`config.mk`:
```
export PLATFORM = sky130hd
export DESIGN_NAME = dshot_four_channel_frame_encoder
export DESIGN_NICKNAME = d
export VERILOG_FILES = /design/src/rtl/core/dshot4_pkg.sv /design/src/rtl/core/dshot4_front.sv /design/src/rtl/core/dshot4_queue.sv /design/src/rtl/core/dshot4_back.sv /design/src/rtl/core/dshot_four_channel_frame_encoder.sv
export SDC_FILE = /design/constraint.sdc
export NUM_CORES = 1
export LEC_CHECK = 0
export BUFFER_PORTS_ARGS = -buffer_cell sky130_fd_sc_hd__buf_4
export CORE_ASPECT_RATIO = 0.7
export CORE_UTILIZATION = 45
export DETAILED_ROUTE_END_ITERATION = 6
export GPL_TIMING_DRIVEN = 0
export PLACE_DENSITY = 0.66
export SETUP_SLACK_MARGIN = 0.1
export SYNTH_ARGS = -nofsm -noshare
export SYNTH_HDL_FRONTEND = slang
export SYNTH_SLANG_ARGS = --single-unit
export TNS_END_PERCENT = 5
```
`constraint.sdc`:
```
create_clock -name clk -period 7.2 [get_ports clk]
set_input_delay 0.36 -clock clk [delete_from_list [all_inputs] [get_ports clk]]
set_output_delay 0.36 -clock clk [all_outputs]
set_load 0.05 [all_outputs]
```
`src/rtl/core/dshot4_pkg.sv`:
```
`timescale 1ns / 1ps
// Shared types, constants and the word builder for the four-channel DSHOT encoder.
// No dependencies; every other file of the block imports this package.
package dshot4_pkg;

  localparam int HW_CHANNELS = 4;
  localparam int THROTTLE_W  = 11;
  localparam int DUTY_W      = 10;
  localparam int WORD_W      = 16;
  localparam int SLOT_W      = 5;
  localparam int DATA_BITS   = 16;
  localparam int MAX_TRAIL   = 2;
  localparam int IN_TDATA_W  = 48;
  localparam int OUT_TDATA_W = 48;
  localparam int ADDR_W      = 3;
  localparam int APB_DATA_W  = 32;

  localparam logic [DUTY_W-1:0] ZERO_DUTY_RESET = 10'd225;
  localparam logic [DUTY_W-1:0] ONE_DUTY_RESET  = 10'd450;
  localparam logic [3:0]        CSUM_MASK       = 4'hF;

  // Register index, taken from paddr[2].
  localparam logic REG_ZERO_DUTY = 1'b0;
  localparam logic REG_ONE_DUTY  = 1'b1;

  typedef logic [HW_CHANNELS-1:0][WORD_W-1:0] frame_words_t;

  typedef struct packed {
    logic full;
    logic empty;
  } queue_status_t;

  // Packet is throttle and telemetry bit; checksum XORs its three nibbles.
  function automatic logic [WORD_W-1:0] make_word(input logic [THROTTLE_W-1:0] throttle,
                                                  input logic telem);
    logic [11:0] packet;
    logic [3:0]  csum;
    packet = {throttle, telem};
    csum   = (packet[3:0] ^ packet[7:4] ^ packet[11:8]) & CSUM_MASK;
    return {packet, csum};
  endfunction

endpackage

```
`src/rtl/core/dshot4_front.sv`:
```
`timescale 1ns / 1ps
// Input side: unpacks a frame request and builds the DSHOT word of each channel.
// Depends on dshot4_pkg; pushes into dshot4_queue.
module dshot4_front #(
  parameter int ACTIVE_CH = 4
) (
  input  logic                           s_axis_tvalid,
  output logic                           s_axis_tready,
  input  logic [dshot4_pkg::IN_TDATA_W-1:0] s_axis_tdata,
  input  dshot4_pkg::queue_status_t      status,
  output logic                           push,
  output dshot4_pkg::frame_words_t       words
);
  import dshot4_pkg::*;

  logic [HW_CHANNELS-1:0][THROTTLE_W-1:0] throttle;
  logic                                   telem;

  always_comb begin
    for (int c = 0; c < HW_CHANNELS; c++) begin
      throttle[c] = s_axis_tdata[c*THROTTLE_W +: THROTTLE_W];
    end
    telem = s_axis_tdata[HW_CHANNELS*THROTTLE_W];
  end

  // Channels that are not fitted carry an all-zero word.
  always_comb begin
    for (int c = 0; c < HW_CHANNELS; c++) begin
      words[c] = (c < ACTIVE_CH) ? make_word(throttle[c], telem) : '0;
    end
  end

  assign s_axis_tready = !status.full;
  assign push          = s_axis_tvalid && !status.full;

endmodule

```
`src/rtl/core/dshot4_queue.sv`:
```
`timescale 1ns / 1ps
// Two-entry queue of built frames between the input side and the slot sequencer.
// Depends on dshot4_pkg.
module dshot4_queue (
  input  logic                      clk,
  input  logic                      rst,
  input  logic                      push,
  input  dshot4_pkg::frame_words_t  push_words,
  input  logic                      pop,
  output dshot4_pkg::frame_words_t  head,
  output dshot4_pkg::queue_status_t status
);
  import dshot4_pkg::*;

  frame_words_t entries [2];
  logic         wr_ptr;
  logic         rd_ptr;
  logic [1:0]   count;

  always_ff @(posedge clk) begin
    if (rst) begin
      wr_ptr <= 1'b0;
      rd_ptr <= 1'b0;
      count  <= 2'd0;
    end else begin
      if (push) begin
        wr_ptr <= !wr_ptr;
      end
      if (pop) begin
        rd_ptr <= !rd_ptr;
      end
      unique case ({push, pop})
        2'b10:   count <= count + 2'd1;
        2'b01:   count <= count - 2'd1;
        default: count <= count;
      endcase
    end
  end

  always_ff @(posedge clk) begin
    if (push) begin
      entries[wr_ptr] <= push_words;
    end
  end

  assign head         = entries[rd_ptr];
  assign status.full  = (count == 2'd2);
  assign status.empty = (count == 2'd0);

endmodule

```
`src/rtl/core/dshot4_back.sv`:
```
`timescale 1ns / 1ps
// Slot sequencer: shifts each frame out MSB first, one bit period per transaction,
// then the trailing low periods. Depends on dshot4_pkg; reads dshot4_queue.
module dshot4_back #(
  parameter int ACTIVE_CH   = 4,
  parameter int TOTAL_SLOTS = 18
) (
  input  logic                               clk,
  input  logic                               rst,
  input  logic [dshot4_pkg::DUTY_W-1:0]      zero_bit_duty,
  input  logic [dshot4_pkg::DUTY_W-1:0]      one_bit_duty,
  input  dshot4_pkg::frame_words_t           head,
  input  dshot4_pkg::queue_status_t          status,
  output logic                               pop,
  output logic                               m_axis_tvalid,
  input  logic                               m_axis_tready,
  output logic [dshot4_pkg::OUT_TDATA_W-1:0] m_axis_tdata,
  output logic                               m_axis_tlast
);
  import dshot4_pkg::*;

  localparam logic [SLOT_W-1:0] LAST_SLOT = SLOT_W'(TOTAL_SLOTS - 1);
  localparam logic [SLOT_W-1:0] DATA_END  = SLOT_W'(DATA_BITS);

  frame_words_t                       shreg;
  frame_words_t                       cur;
  logic                               busy;
  logic [SLOT_W-1:0]                  slot;
  logic                               advance;
  logic                               emit;
  logic [HW_CHANNELS-1:0][DUTY_W-1:0] duty_next;

  assign advance = !m_axis_tvalid || m_axis_tready;
  assign emit    = advance && (busy || !status.empty);
  assign pop     = advance && !busy && !status.empty;
  assign cur     = busy ? shreg : head;

  always_comb begin
    for (int c = 0; c < HW_CHANNELS; c++) begin
      if (c < ACTIVE_CH && slot < DATA_END) begin
        duty_next[c] = cur[c][WORD_W-1] ? one_bit_duty : zero_bit_duty;
      end else begin
        duty_next[c] = '0;
      end
    end
  end

  always_ff @(posedge clk) begin
    if (rst) begin
      busy          <= 1'b0;
      slot          <= '0;
      m_axis_tvalid <= 1'b0;
    end else begin
      if (advance) begin
        m_axis_tvalid <= emit;
      end
      if (emit) begin
        if (slot == LAST_SLOT) begin
          busy <= 1'b0;
          slot <= '0;
        end else begin
          busy <= 1'b1;
          slot <= slot + SLOT_W'(1);
        end
      end
    end
  end

  always_ff @(posedge clk) begin
    if (emit) begin
      for (int c = 0; c < HW_CHANNELS; c++) begin
        shreg[c] <= {cur[c][WORD_W-2:0], 1'b0};
      end
      m_axis_tdata <= {{(OUT_TDATA_W - HW_CHANNELS*DUTY_W - SLOT_W){1'b0}}, slot,
                       duty_next[3], duty_next[2], duty_next[1], duty_next[0]};
      m_axis_tlast <= (slot == LAST_SLOT);
    end
  end

endmodule

```
`src/rtl/core/dshot_four_channel_frame_encoder.sv`:
```
`timescale 1ns / 1ps
// Top level of the four-channel DSHOT frame encoder: APB registers and the three parts.
// Depends on dshot4_pkg, dshot4_front, dshot4_queue and dshot4_back.
//
// Usage: each transaction on the s_axis channel is one frame request (four 11-bit
// throttle values and a telemetry bit). The block builds the 16-bit DSHOT word of each
// channel and sends one m_axis transaction per bit period, MSB first: four compare
// values (one_bit_duty or zero_bit_duty), the slot index, and tlast on the final
// period. After the 16 data periods come up to two trailing periods with every duty
// at zero, so a frame gives 16 to 18 transactions.
// The first period of a frame passes through a queue entry and then the output register
// when the sequencer is free. Throughput: one period per cycle while m_axis_tready is
// high, set by the slot sequencer; a two-entry frame queue lets requests be taken while
// the previous frame is still being shifted out.
// Reset clears the queue and sequencer and loads the duties with 225 and 450.
// When the receiver holds tready low, the output register holds its transaction and
// the sequencer waits; requests keep being taken until the queue is full.
// Registers: zero_bit_duty at 0x0, one_bit_duty at 0x4; write them only while idle.
module dshot_four_channel_frame_encoder #(
  parameter int CHANNELS    = 4,
  parameter int TRAIL_SLOTS = 2
) (
  input  logic                                  clk,
  input  logic                                  rst,
  // APB configuration port
  input  logic                                  psel,
  input  logic                                  penable,
  input  logic                                  pwrite,
  input  logic [dshot4_pkg::ADDR_W-1:0]         paddr,
  input  logic [dshot4_pkg::APB_DATA_W-1:0]     pwdata,
  output logic [dshot4_pkg::APB_DATA_W-1:0]     prdata,
  output logic                                  pready,
  // Frame requests
  input  logic                                  s_axis_tvalid,
  output logic                                  s_axis_tready,
  // [10:0] throttle_ch1, [21:11] throttle_ch2, [32:22] throttle_ch3,
  // [43:33] throttle_ch4, [44] telemetry_request, [47:45] zero
  input  logic [dshot4_pkg::IN_TDATA_W-1:0]     s_axis_tdata,
  // Bit periods
  output logic                                  m_axis_tvalid,
  input  logic                                  m_axis_tready,
  // [9:0] duty_ch1, [19:10] duty_ch2, [29:20] duty_ch3, [39:30] duty_ch4,
  // [44:40] bit_slot, [47:45] zero
  output logic [dshot4_pkg::OUT_TDATA_W-1:0]    m_axis_tdata,
  output logic                                  m_axis_tlast
);
  import dshot4_pkg::*;

  localparam int ACTIVE_CH   = (CHANNELS > HW_CHANNELS) ? HW_CHANNELS : CHANNELS;
  localparam int TRAIL_EFF   = (TRAIL_SLOTS > MAX_TRAIL) ? MAX_TRAIL : TRAIL_SLOTS;
  localparam int TOTAL_SLOTS = DATA_BITS + TRAIL_EFF;

  logic [DUTY_W-1:0] zero_bit_duty;
  logic [DUTY_W-1:0] one_bit_duty;
  logic              wr_en;
  logic              reg_sel;
  logic              push;
  logic              pop;
  frame_words_t      push_words;
  frame_words_t      head;
  queue_status_t     status;

  assign pready  = 1'b1;
  assign reg_sel = paddr[2];
  assign wr_en   = psel && penable && pwrite && pready;

  always_ff @(posedge clk) begin
    if (rst) begin
      zero_bit_duty <= ZERO_DUTY_RESET;
      one_bit_duty  <= ONE_DUTY_RESET;
    end else if (wr_en) begin
      unique case (reg_sel)
        REG_ZERO_DUTY: zero_bit_duty <= pwdata[DUTY_W-1:0];
        REG_ONE_DUTY:  one_bit_duty  <= pwdata[DUTY_W-1:0];
        default:       zero_bit_duty <= zero_bit_duty;
      endcase
    end
  end

  always_comb begin
    unique case (reg_sel)
      REG_ZERO_DUTY: prdata = {{(APB_DATA_W - DUTY_W){1'b0}}, zero_bit_duty};
      REG_ONE_DUTY:  prdata = {{(APB_DATA_W - DUTY_W){1'b0}}, one_bit_duty};
      default:       prdata = '0;
    endcase
  end

  dshot4_front #(
    .ACTIVE_CH(ACTIVE_CH)
  ) u_front (
    .s_axis_tvalid(s_axis_tvalid),
    .s_axis_tready(s_axis_tready),
    .s_axis_tdata (s_axis_tdata),
    .status       (status),
    .push         (push),
    .words        (push_words)
  );

  dshot4_queue u_queue (
    .clk       (clk),
    .rst       (rst),
    .push      (push),
    .push_words(push_words),
    .pop       (pop),
    .head      (head),
    .status    (status)
  );

  dshot4_back #(
    .ACTIVE_CH  (ACTIVE_CH),
    .TOTAL_SLOTS(TOTAL_SLOTS)
  ) u_back (
    .clk          (clk),
    .rst          (rst),
    .zero_bit_duty(zero_bit_duty),
    .one_bit_duty (one_bit_duty),
    .head         (head),
    .status       (status),
    .pop          (pop),
    .m_axis_tvalid(m_axis_tvalid),
    .m_axis_tready(m_axis_tready),
    .m_axis_tdata (m_axis_tdata),
    .m_axis_tlast (m_axis_tlast)
  );

endmodule
```
==> impl_metrics.ini, run 1 <==
[run_status]
status = finished clean

[pwr]
power_mw = 5.49
powerDensity_nw_per_um2 = 427
leakagePower_nw = 4.75
clockPowerShare_pct = 23.5
share_comb_of_total_power_pct = 33.2
ir_drop_v = 0.000246
switching_share_pct = 34.9
power_frac_seq_pct = 43.3
intPower_mw = 3.57
switchingPower_mw = 1.92

[timing]
slew_headroom_pct = 37.0
finalHoldViolations = 0
clock_skew_ns = 0.0112
holdWs_ns = 0.0371
finalCritPeriodShare_pct = 32.5
rsz0062_at_grt = false
drv_slew = 0
finalSetupViolCount = 0
fin_ws_ns = 4.86
worst_pin_slew_ns = 0.940
post-route-min-period_ns = 2.34
max_clock_freq_mhz = 428

[placed_design]
dp_hpwl_um = 14400
io_buffers = 120
dp_cells = 1181
preCtsSetupSlack_ns = 4.83
place_congestion = 0.788

[floorplan]
die_h_um = 130
fp.dieW_um = 186
coreArea_um2 = 22900
initial_core_util_pct = 46.3
ios = 174
rows = 46
fp.dieArea_um2 = 24200

[clocking]
clock_sink_count = 260
cts.repair.resized = 0
cts_buffers = 25
path_clk_slew_ns = 0.06
cts_setup_buffers = 0
htreeDepth = 1
clockBufferDepth = 3
cts-root-buf = clkbuf_16
cts_tree = built
hold_buffers = 0
insertion_delay_ns = 0.52

[logic_synthesis]
yosysTopAreaCellShare_pct = 64.5
synth_area_leader_cell = edfxtp_1
synth.distinct_cells = 39
synthTopCellsByArea = edfxtp_1 (65%), mux2i_1 (9.4%), dfxtp_1 (6.0%)
ys_top_cells_by_count = edfxtp_1 (228), mux2i_1 (100), nand2_1 (94)
synth_ff_type = edfxtp_1
ys_seq_elements = 260
synthArstFlopShare_pct = 0
synth_cells = 722
synth_most_common_cell = edfxtp_1
syn_area_um2 = 10600
syn-mean-instance-area_um2 = 14.7
synth-edff-count = 228
yosys_warnings = 0
yosysSeqAreaShare_pct = 70.5

[grt]
grt_pass1_wl_um = 33200
grt_max_degree = 62
gr-usage-all-layers_pct = 18.1
gr-usage-met2_pct = 26.1
grt_use_met3_pct = 3.16
antenna_found_initial = 0
grt_pass1_vias = 5845
overflow = 0
met1_usage_pct = 28.6
grt_busiest_layer = met1

[finish]
fillers = 1891
multiInputGateArea_um2 = 2820
seq_area_um2 = 7490
stdcell_count = 1226
n_antenna_cell = 0
drive_above_1_share_pct = 24.6
nets = 989
area_delta_synth_final_pct = 21.2

[detailed_routing]
routed_via_density = 4.96
drc = 0
wl_um = 21800
drt_iter0_drc = 497
ant_nets = 0
routedWlPerCell_um = 17.8
num_vias = 6081
dr.pass1.iters = 5

[setup_path]
crit_fanout = 10
cp.required_ns = 7.65
timing.critical_path.from_type = register
cp.arrival_ns = 2.79
cp-end-kind = register
critPathKind = register to register

[flow_run]
cap_violations = 0

[worst_hold_path]
holdCritPathClass = input pin to register
state kept, by name (all words and copies together), names as in the netlist, named ones only:
signal / flops
u_queue.entries: 122
u_back.shreg: 60
u_back.m_axis_tdata: 45
one_bit_duty: 10
zero_bit_duty: 10
u_back.slot: 5
u_queue.count: 2
u_back.busy: 1
u_back.m_axis_tlast: 1
u_back.m_axis_tvalid: 1
u_queue.rd_ptr: 1
u_queue.wr_ptr: 1
per-stage QoR:
| stage | setup TNS (ns) | utilization, % | cell area [um2] |
|---|---|---|---|
| 6_report | 0 | 56.2 | 12900 |
| 3_5_place_dp | 0 | 52.7 | 12100 |
| 5_1_grt | 0 | 56.2 | 12900 |
| 2_1_floorplan | 0 | - | 10700 |
| 3_3_place_gp | -84.69 | 52.4 | 12000 |
| 4_1_cts | 0 | 56.2 | 12900 |
worst paths after layout:
| path | startpoint | end | slack [ns] | cells after the start |
|---|---|---|---|---|
| worst min register to register | zero_bit_duty[9]$_SDFFE_PP0P_ | zero_bit_duty[9]$_SDFFE_PP0P_ | 0.47 | 2 |
| worst max register to register | u_back.busy$_SDFFE_PP0P_ | u_queue.count[1]$_SDFFE_PP0P_ | 4.86 | 6 |
| worst min-delay path | s_axis_tdata[22] | u_queue.entries[1][37]$_DFFE_PP_ | 0.04 | 1 |
| worst max-delay path | u_back.busy$_SDFFE_PP0P_ | u_queue.count[1]$_SDFFE_PP0P_ | 4.86 | 6 |
cells in the final DEF (no fill, tap or decap), types with 4 or more instances in the layout:
master     count
a21oi_1       25
buf_2          9
buf_4        154
clkbuf_1      19
clkbuf_16     25
clkinv_1       4
clkinv_2       7
conb_1        26
dfxtp_1       32
edfxtp_1     228
inv_1          6
mux2_2        13
mux2i_1      100
nand2_1       94
nand2b_1      23
nand3b_1       9
nor2_1         7
o21ai_0       55
xnor2_1       33
power by group through the flow:
stage	sequential [mW]	combinational [mW]	clock (mW)
floorplan	2.86	0.838	0
detailed placement	2.41	1.84	0
global route	2.42	1.97	1.36
CTS	2.38	1.85	1.31
finish	2.38	1.83	1.29
global placement	2.47	1.72	0
worst max-delay path, cell delays in order, from the launching register on:
cell and delay [ns]:
dfxtp_1 0.56, buf_6 0.22, clkbuf_1 0.51, nor3_1 0.14, ha_1 0.33, or3_1 0.35
a21oi_1 0.14
kinds of logic after synthesis:
logic type / Yosys count / synth area share [%]
buf+inv: 67 / 3.89
xor+xnor: 34 / 2.81
mux: 114 / 10.9
flops: 260 / 70.5
compound gates: 88 / 4.40
other cells: 2 / 0.0708
fa+ha+maj: 3 / 0.354
simple gates: 154 / 7.01
metal layers:
| metal | share of wire, % | up-vias |
|---|---|---|
| met5 | 0 | - |
| met4 | 1.5 | 0 |
| met3 | 5.3 | 27 |
| met2 | 43 | 153 |
| met1 | 51 | 2955 |
| li1 | - | 2946 |
area by class of cell:
class	instances	area share [%]
Sequential cell	260	58.2
Multi-Input combinational cell	419	21.9
Timing Repair Buffer	123	7.47
Clock buffer	30	5.01
Tap cell	312	3.04
Buffer	60	3.01
Clock inverter	15	1.16
Inverter	7	0.224
Power figures use the tool's default switching activity.
==> run 2: changes to the inputs <==
- PLACE_DENSITY: 0.66 -> 0.69
- clock period: 7.2 -> 2.1 ns (I/O delays scaled with it)
==> run 2 against run 1 <==
Net effect: register-to-register slack worse by 4.7 ns; die area is the same; cell count grew 4.9%; first-iteration DRC count increased by 12%; sequential power rose to 3.4 times the previous value; hold slack worse by 0.014 ns; largest cell class unchanged; highest routed layer unchanged.
==> impl_metrics.ini, run 2 (same netlist as run 1, synthesis figures left out) <==
[finish]
largest_reg_flops = 122
final_area_um2 = 13500
area_delta_synth_final_pct = 26.8
stdcell_count = 1286
nets = 1049
post-route-util_pct = 58.7
final_cell_mix = edfxtp_1 (228), buf_4 (154), mux2i_1 (100)
layout_commonest_cell = edfxtp_1
reg_top3 = u_queue.entries (122), u_back.shreg (60), u_back.m_axis_tdata (45)
n_antenna_cell = 0
largest_register = u_queue.entries
drive_above_1_share_pct = 23.4

[clocking]
clock_sink_count = 260
cts_tree = built
cts-root-buf = clkbuf_16
clockBufferDepth = 3
cts_buffers = 25
htreeDepth = 1
cts_setup_buffers = 0
insertion_delay_ns = 0.52
path_clk_slew_ns = 0.06

[setup_path]
critPathKind = register to register
cp_num_buf_inv = 2
cp-end-kind = register
cp.arrival_ns = 2.39
crit_fanout = 10
worstPathCellList = buf_6, clkbuf_2, nor3_1, ha_1, or3_1, a21oi_1
cp_top_family = buffers and inverters
slowest_stage = dfxtp_2
cpPeakStageDelay_ns = 0.43
timing.critical_path.from_type = register
cp.required_ns = 2.55

[timing]
finalHoldViolations = 0
rsz0062_at_grt = true
slew_headroom_pct = 38.3
clock_skew_ns = 0.0105
fin_ws_ns = 0.160
worst_pin_slew_ns = 0.920
holdWs_ns = 0.0226
max_clock_freq_mhz = 515
post-route-min-period_ns = 1.94
finalSetupViolCount = 0
finalCritPeriodShare_pct = 92.4
setup_tns_ns = 0
drv_slew = 0

[placed_design]
place_congestion = 0.738
preCtsSetupSlack_ns = -0.291
io_buffers = 120
dp_cells = 1183
placed_cell_area_um2 = 12100
dp_hpwl_um = 14800

[worst_hold_path]
holdCritPathClass = input pin to register

[pwr]
clockPowerShare_pct = 21.9
powerDensity_nw_per_um2 = 1400
leakagePower_nw = 4.97
power_mw = 18.8
ir_drop_v = 0.000650
share_comb_of_total_power_pct = 34.7
switching_share_pct = 35.1
switchingPower_mw = 6.60
intPower_mw = 12.2
power_frac_seq_pct = 43.4

[grt]
antenna_found_initial = 0
grt_pass1_wl_um = 34300
grt_pass1_vias = 6107
grt_max_degree = 62
overflow = 0
gr-usage-all-layers_pct = 18.8

[detailed_routing]
ant_nets = 0
drc = 0
num_vias = 6317
wl_um = 22500
drt_iter0_drc = 557
routed_via_density = 4.91
dr.pass1.iters = 5
routedWlPerCell_um = 17.5

[run_status]
status = finished clean

[floorplan]
coreArea_um2 = 22900
initial_core_util_pct = 46.3
fp.dieArea_um2 = 24200
rows = 46
fp.dieW_um = 186
ios = 174
die_h_um = 130

[flow_run]
cap_violations = 0
==> run 2: changes by cell type in the layout (fill, tap and decap cells not counted), sizes merged <==
cell,delta
inv,-1
clkbuf,+10
buf,+2
bufinv,-3
dlygate4sd3,+57
clkinv,-8
clkinvlp,+3
==> run 2: tightest hold or removal path, delay by kind of cell <==
kind	cells	cell delay (ns)
AO/OA/AOI/OAI	1	0.05
buffers and inverters	2	0.24
AND/OR/NAND/NOR	2	0.10
==> run 2: final cells by class <==
type	count	area (um2)
Tap cell	312	390
Timing Repair inverter	1	7.51
Clock inverter	5	30.0
Multi-Input combinational cell	419	2820
Timing Repair Buffer	182	1580
Fill cell	1861	9460
Clock buffer	40	712
Buffer	60	388
Sequential cell	260	7490
Inverter	7	30.0
==> run 2: power by group through the flow <==
stage                     clock, mW  sequential, mW  combinational [mW]
after floorplan                   0            9.64                2.90
after detailed placement          0            8.26                6.48
after global routing           4.38            8.30                7.00
after CTS                      4.20            8.17                6.59
final                          4.12            8.15                6.53
after global placement            0            8.18                5.74
==> run 2: routing by layer <==
metal / global-route usage (%) / wire, um
met1: 29.3 / 11200
met2: 27.4 / 9800
met3: 3.10 / 1180
met4: 3.91 / 330
met5: 0 / 0
==> run 2: final timing paths <==
kind	slack (ns)	from	endpoint	cells past startpoint
setup reg to reg	0.16	u_back.busy$_SDFFE_PP0P_	u_queue.count[1]$_SDFFE_PP0P_	6
setup / recovery	0.16	u_back.busy$_SDFFE_PP0P_	u_queue.count[1]$_SDFFE_PP0P_	6
hold reg to reg	0.48	one_bit_duty[4]$_SDFFE_PP0P_	one_bit_duty[4]$_SDFFE_PP0P_	2
hold / removal	0.02	m_axis_tready	u_back.busy$_SDFFE_PP0P_	5
==> run 2: timing repair <==
action                                 in CTS  in global routing
gates cloned                                1                  0
hold buffers                               57                  0
setup endpoints to repair                  38                 98
resized for setup                           3                  0
endpoints found under the hold margin     139                  0
==> run 3: changes to the inputs <==
- CTS_BUF_LIST: default -> sky130_fd_sc_hd__clkbuf_8
- CTS_CLUSTER_DIAMETER: default -> 100
- PLACE_DENSITY: 0.69 -> default
- PLACE_DENSITY_LB_ADDON: default -> 0.05
==> run 3 against run 2 <==
Net effect: highest routed layer unchanged; fmax fell by 0.38%; setup slack worse by 0.0074 ns; sequential power is 0.6% higher.
==> impl_metrics.ini, run 3 (same netlist as run 1, synthesis figures left out) <==
[pwr]
power_frac_seq_pct = 44.1
powerDensity_nw_per_um2 = 1380
leakagePower_nw = 5.06
ir_drop_v = 0.00108
switching_share_pct = 36.1
power_mw = 18.6
switchingPower_mw = 6.72
clockPowerShare_pct = 21.1
share_comb_of_total_power_pct = 34.9
intPower_mw = 11.9

[timing]
clock_skew_ns = 0.0196
rsz0062_at_grt = true
drv_slew = 0
finalCritPeriodShare_pct = 92.7
finalHoldViolations = 0
slew_headroom_pct = 38.6
worst_pin_slew_ns = 0.921
post-route-min-period_ns = 1.95
setup_tns_ns = 0
fin_ws_ns = 0.153
max_clock_freq_mhz = 514
finalSetupViolCount = 0

[setup_path]
slowest_stage = nor2_4
cpPeakStageDelay_ns = 0.50
worstPathCellList = nor2b_4, buf_8, nor2_4, buf_12, buf_16
timing.critical_path.from_type = register
cp_top_family = simple AND/OR/NAND/NOR gates
cp.required_ns = 2.32
cp.arrival_ns = 2.17
critPathKind = register to register
crit_fanout = 29
cp-end-kind = register
cp_num_buf_inv = 3

[clocking]
cts-root-buf = clkbuf_8
insertion_delay_ns = 0.53
clockBufferDepth = 3
cts_setup_buffers = 0
cts_tree = built
cts_buffers = 42
htreeDepth = 2
clock_sink_count = 260
path_clk_slew_ns = 0.06

[finish]
layout_commonest_cell = edfxtp_1
nets = 1065
drive_above_1_share_pct = 24.9
final_cell_mix = edfxtp_1 (228), buf_4 (154), mux2i_1 (100)
post-route-util_pct = 58.7
reg_top3 = u_queue.entries (122), u_back.shreg (60), u_back.m_axis_tdata (45)
area_delta_synth_final_pct = 26.8
largest_register = u_queue.entries
n_antenna_cell = 0
largest_reg_flops = 122

[detailed_routing]
drc = 0
wl_met2_um = 10600
routed_via_density = 4.99
wl_met3_um = 1190
routed.top_layer = met4
num_vias = 6546
wirelength_met1_um = 11100
wl_um = 23200
routedWlPerCell_um = 17.7
drt_iter0_drc = 429
dr.pass1.iters = 5
ant_nets = 0

[flow_run]
cap_violations = 0

[floorplan]
coreArea_um2 = 22900
ios = 174
fp.dieArea_um2 = 24200
die_h_um = 130
initial_core_util_pct = 46.3
rows = 46
fp.dieW_um = 186

[worst_hold_path]
holdCritPathClass = input pin to register

[placed_design]
preCtsSetupSlack_ns = -0.326
dp_hpwl_um = 15100
place_congestion = 0.744
io_buffers = 120

[grt]
grt_pass1_wl_um = 34900
gr-usage-all-layers_pct = 19.2
grt_pass1_vias = 6473
overflow = 0
antenna_found_initial = 0
grt_max_degree = 62

[run_status]
status = finished clean
-- run 3: worst min-delay path, cell delays in order --
cell and delay [ns]:
buf_4 0.10, nor2b_4 0.04, buf_8 0.13, nand2_1 0.06, a21oi_1 0.06
-- run 3: cell type report --
| cell class | count | area (um2) |
|---|---|---|
| plain buffers | 60 | 394 |
| clock buffers | 47 | 647 |
| clock inverters | 24 | 96.3 |
| fillers | 1869 | 9450 |
| inverters | 7 | 30.0 |
| multi-input cells | 419 | 2840 |
| flip-flops and latches | 260 | 7500 |
| well taps | 312 | 390 |
| repair buffers | 181 | 1560 |
| repair inverters | 1 | 7.51 |
-- run 3: final timing paths --
path,start,endpoint,slack (ns),depth (start not counted)
worst max-delay path,u_back.m_axis_tvalid$_SDFFE_PP0N_,u_back.shreg[3]$_DFFE_PP_,0.15,5
worst min-delay path,m_axis_tready,u_back.busy$_SDFFE_PP0P_,0.03,5
worst max register to register,u_back.m_axis_tvalid$_SDFFE_PP0N_,u_back.shreg[3]$_DFFE_PP_,0.15,5
worst min register to register,one_bit_duty[4]$_SDFFE_PP0P_,one_bit_duty[4]$_SDFFE_PP0P_,0.48,2
-- run 3: what timing repair did --
action,4_1_cts,5_1_grt
setup endpoints to repair,63,137
endpoints found under the hold margin,139,0
hold buffers,57,0
cloned,1,0
resized for setup,2,11
pin swaps,0,1
-- run 3: metal layers --
metal | vias up | global-route usage, %
met2 | 196 | 29.5
li1 | 3099 | -
met4 | 0 | 5.11
met3 | 36 | 3.44
met1 | 3215 | 28.2
met5 | - | 0
-- run 3: power by group through the flow --
stage / Sequential (mW) / Combinational [mW] / Clock (mW)
final: 8.20 / 6.48 / 3.92
after global routing: 8.33 / 6.95 / 4.25
after CTS: 8.20 / 6.50 / 4.03
after detailed placement: 8.28 / 6.38 / 0
after global placement: 8.22 / 5.79 / 0
after floorplan: 9.64 / 2.90 / 0
-- run 3: through the flow --
step	cells	hold slack (ns)	cell area (um2)
after global routing	1311	0.0268	13500
after global placement	1178	0.305	12000
final	1311	0.0285	13500
after CTS	1311	0.00845	13400
after detailed placement	1182	0.309	12100
after floorplan	746	0.177	10700
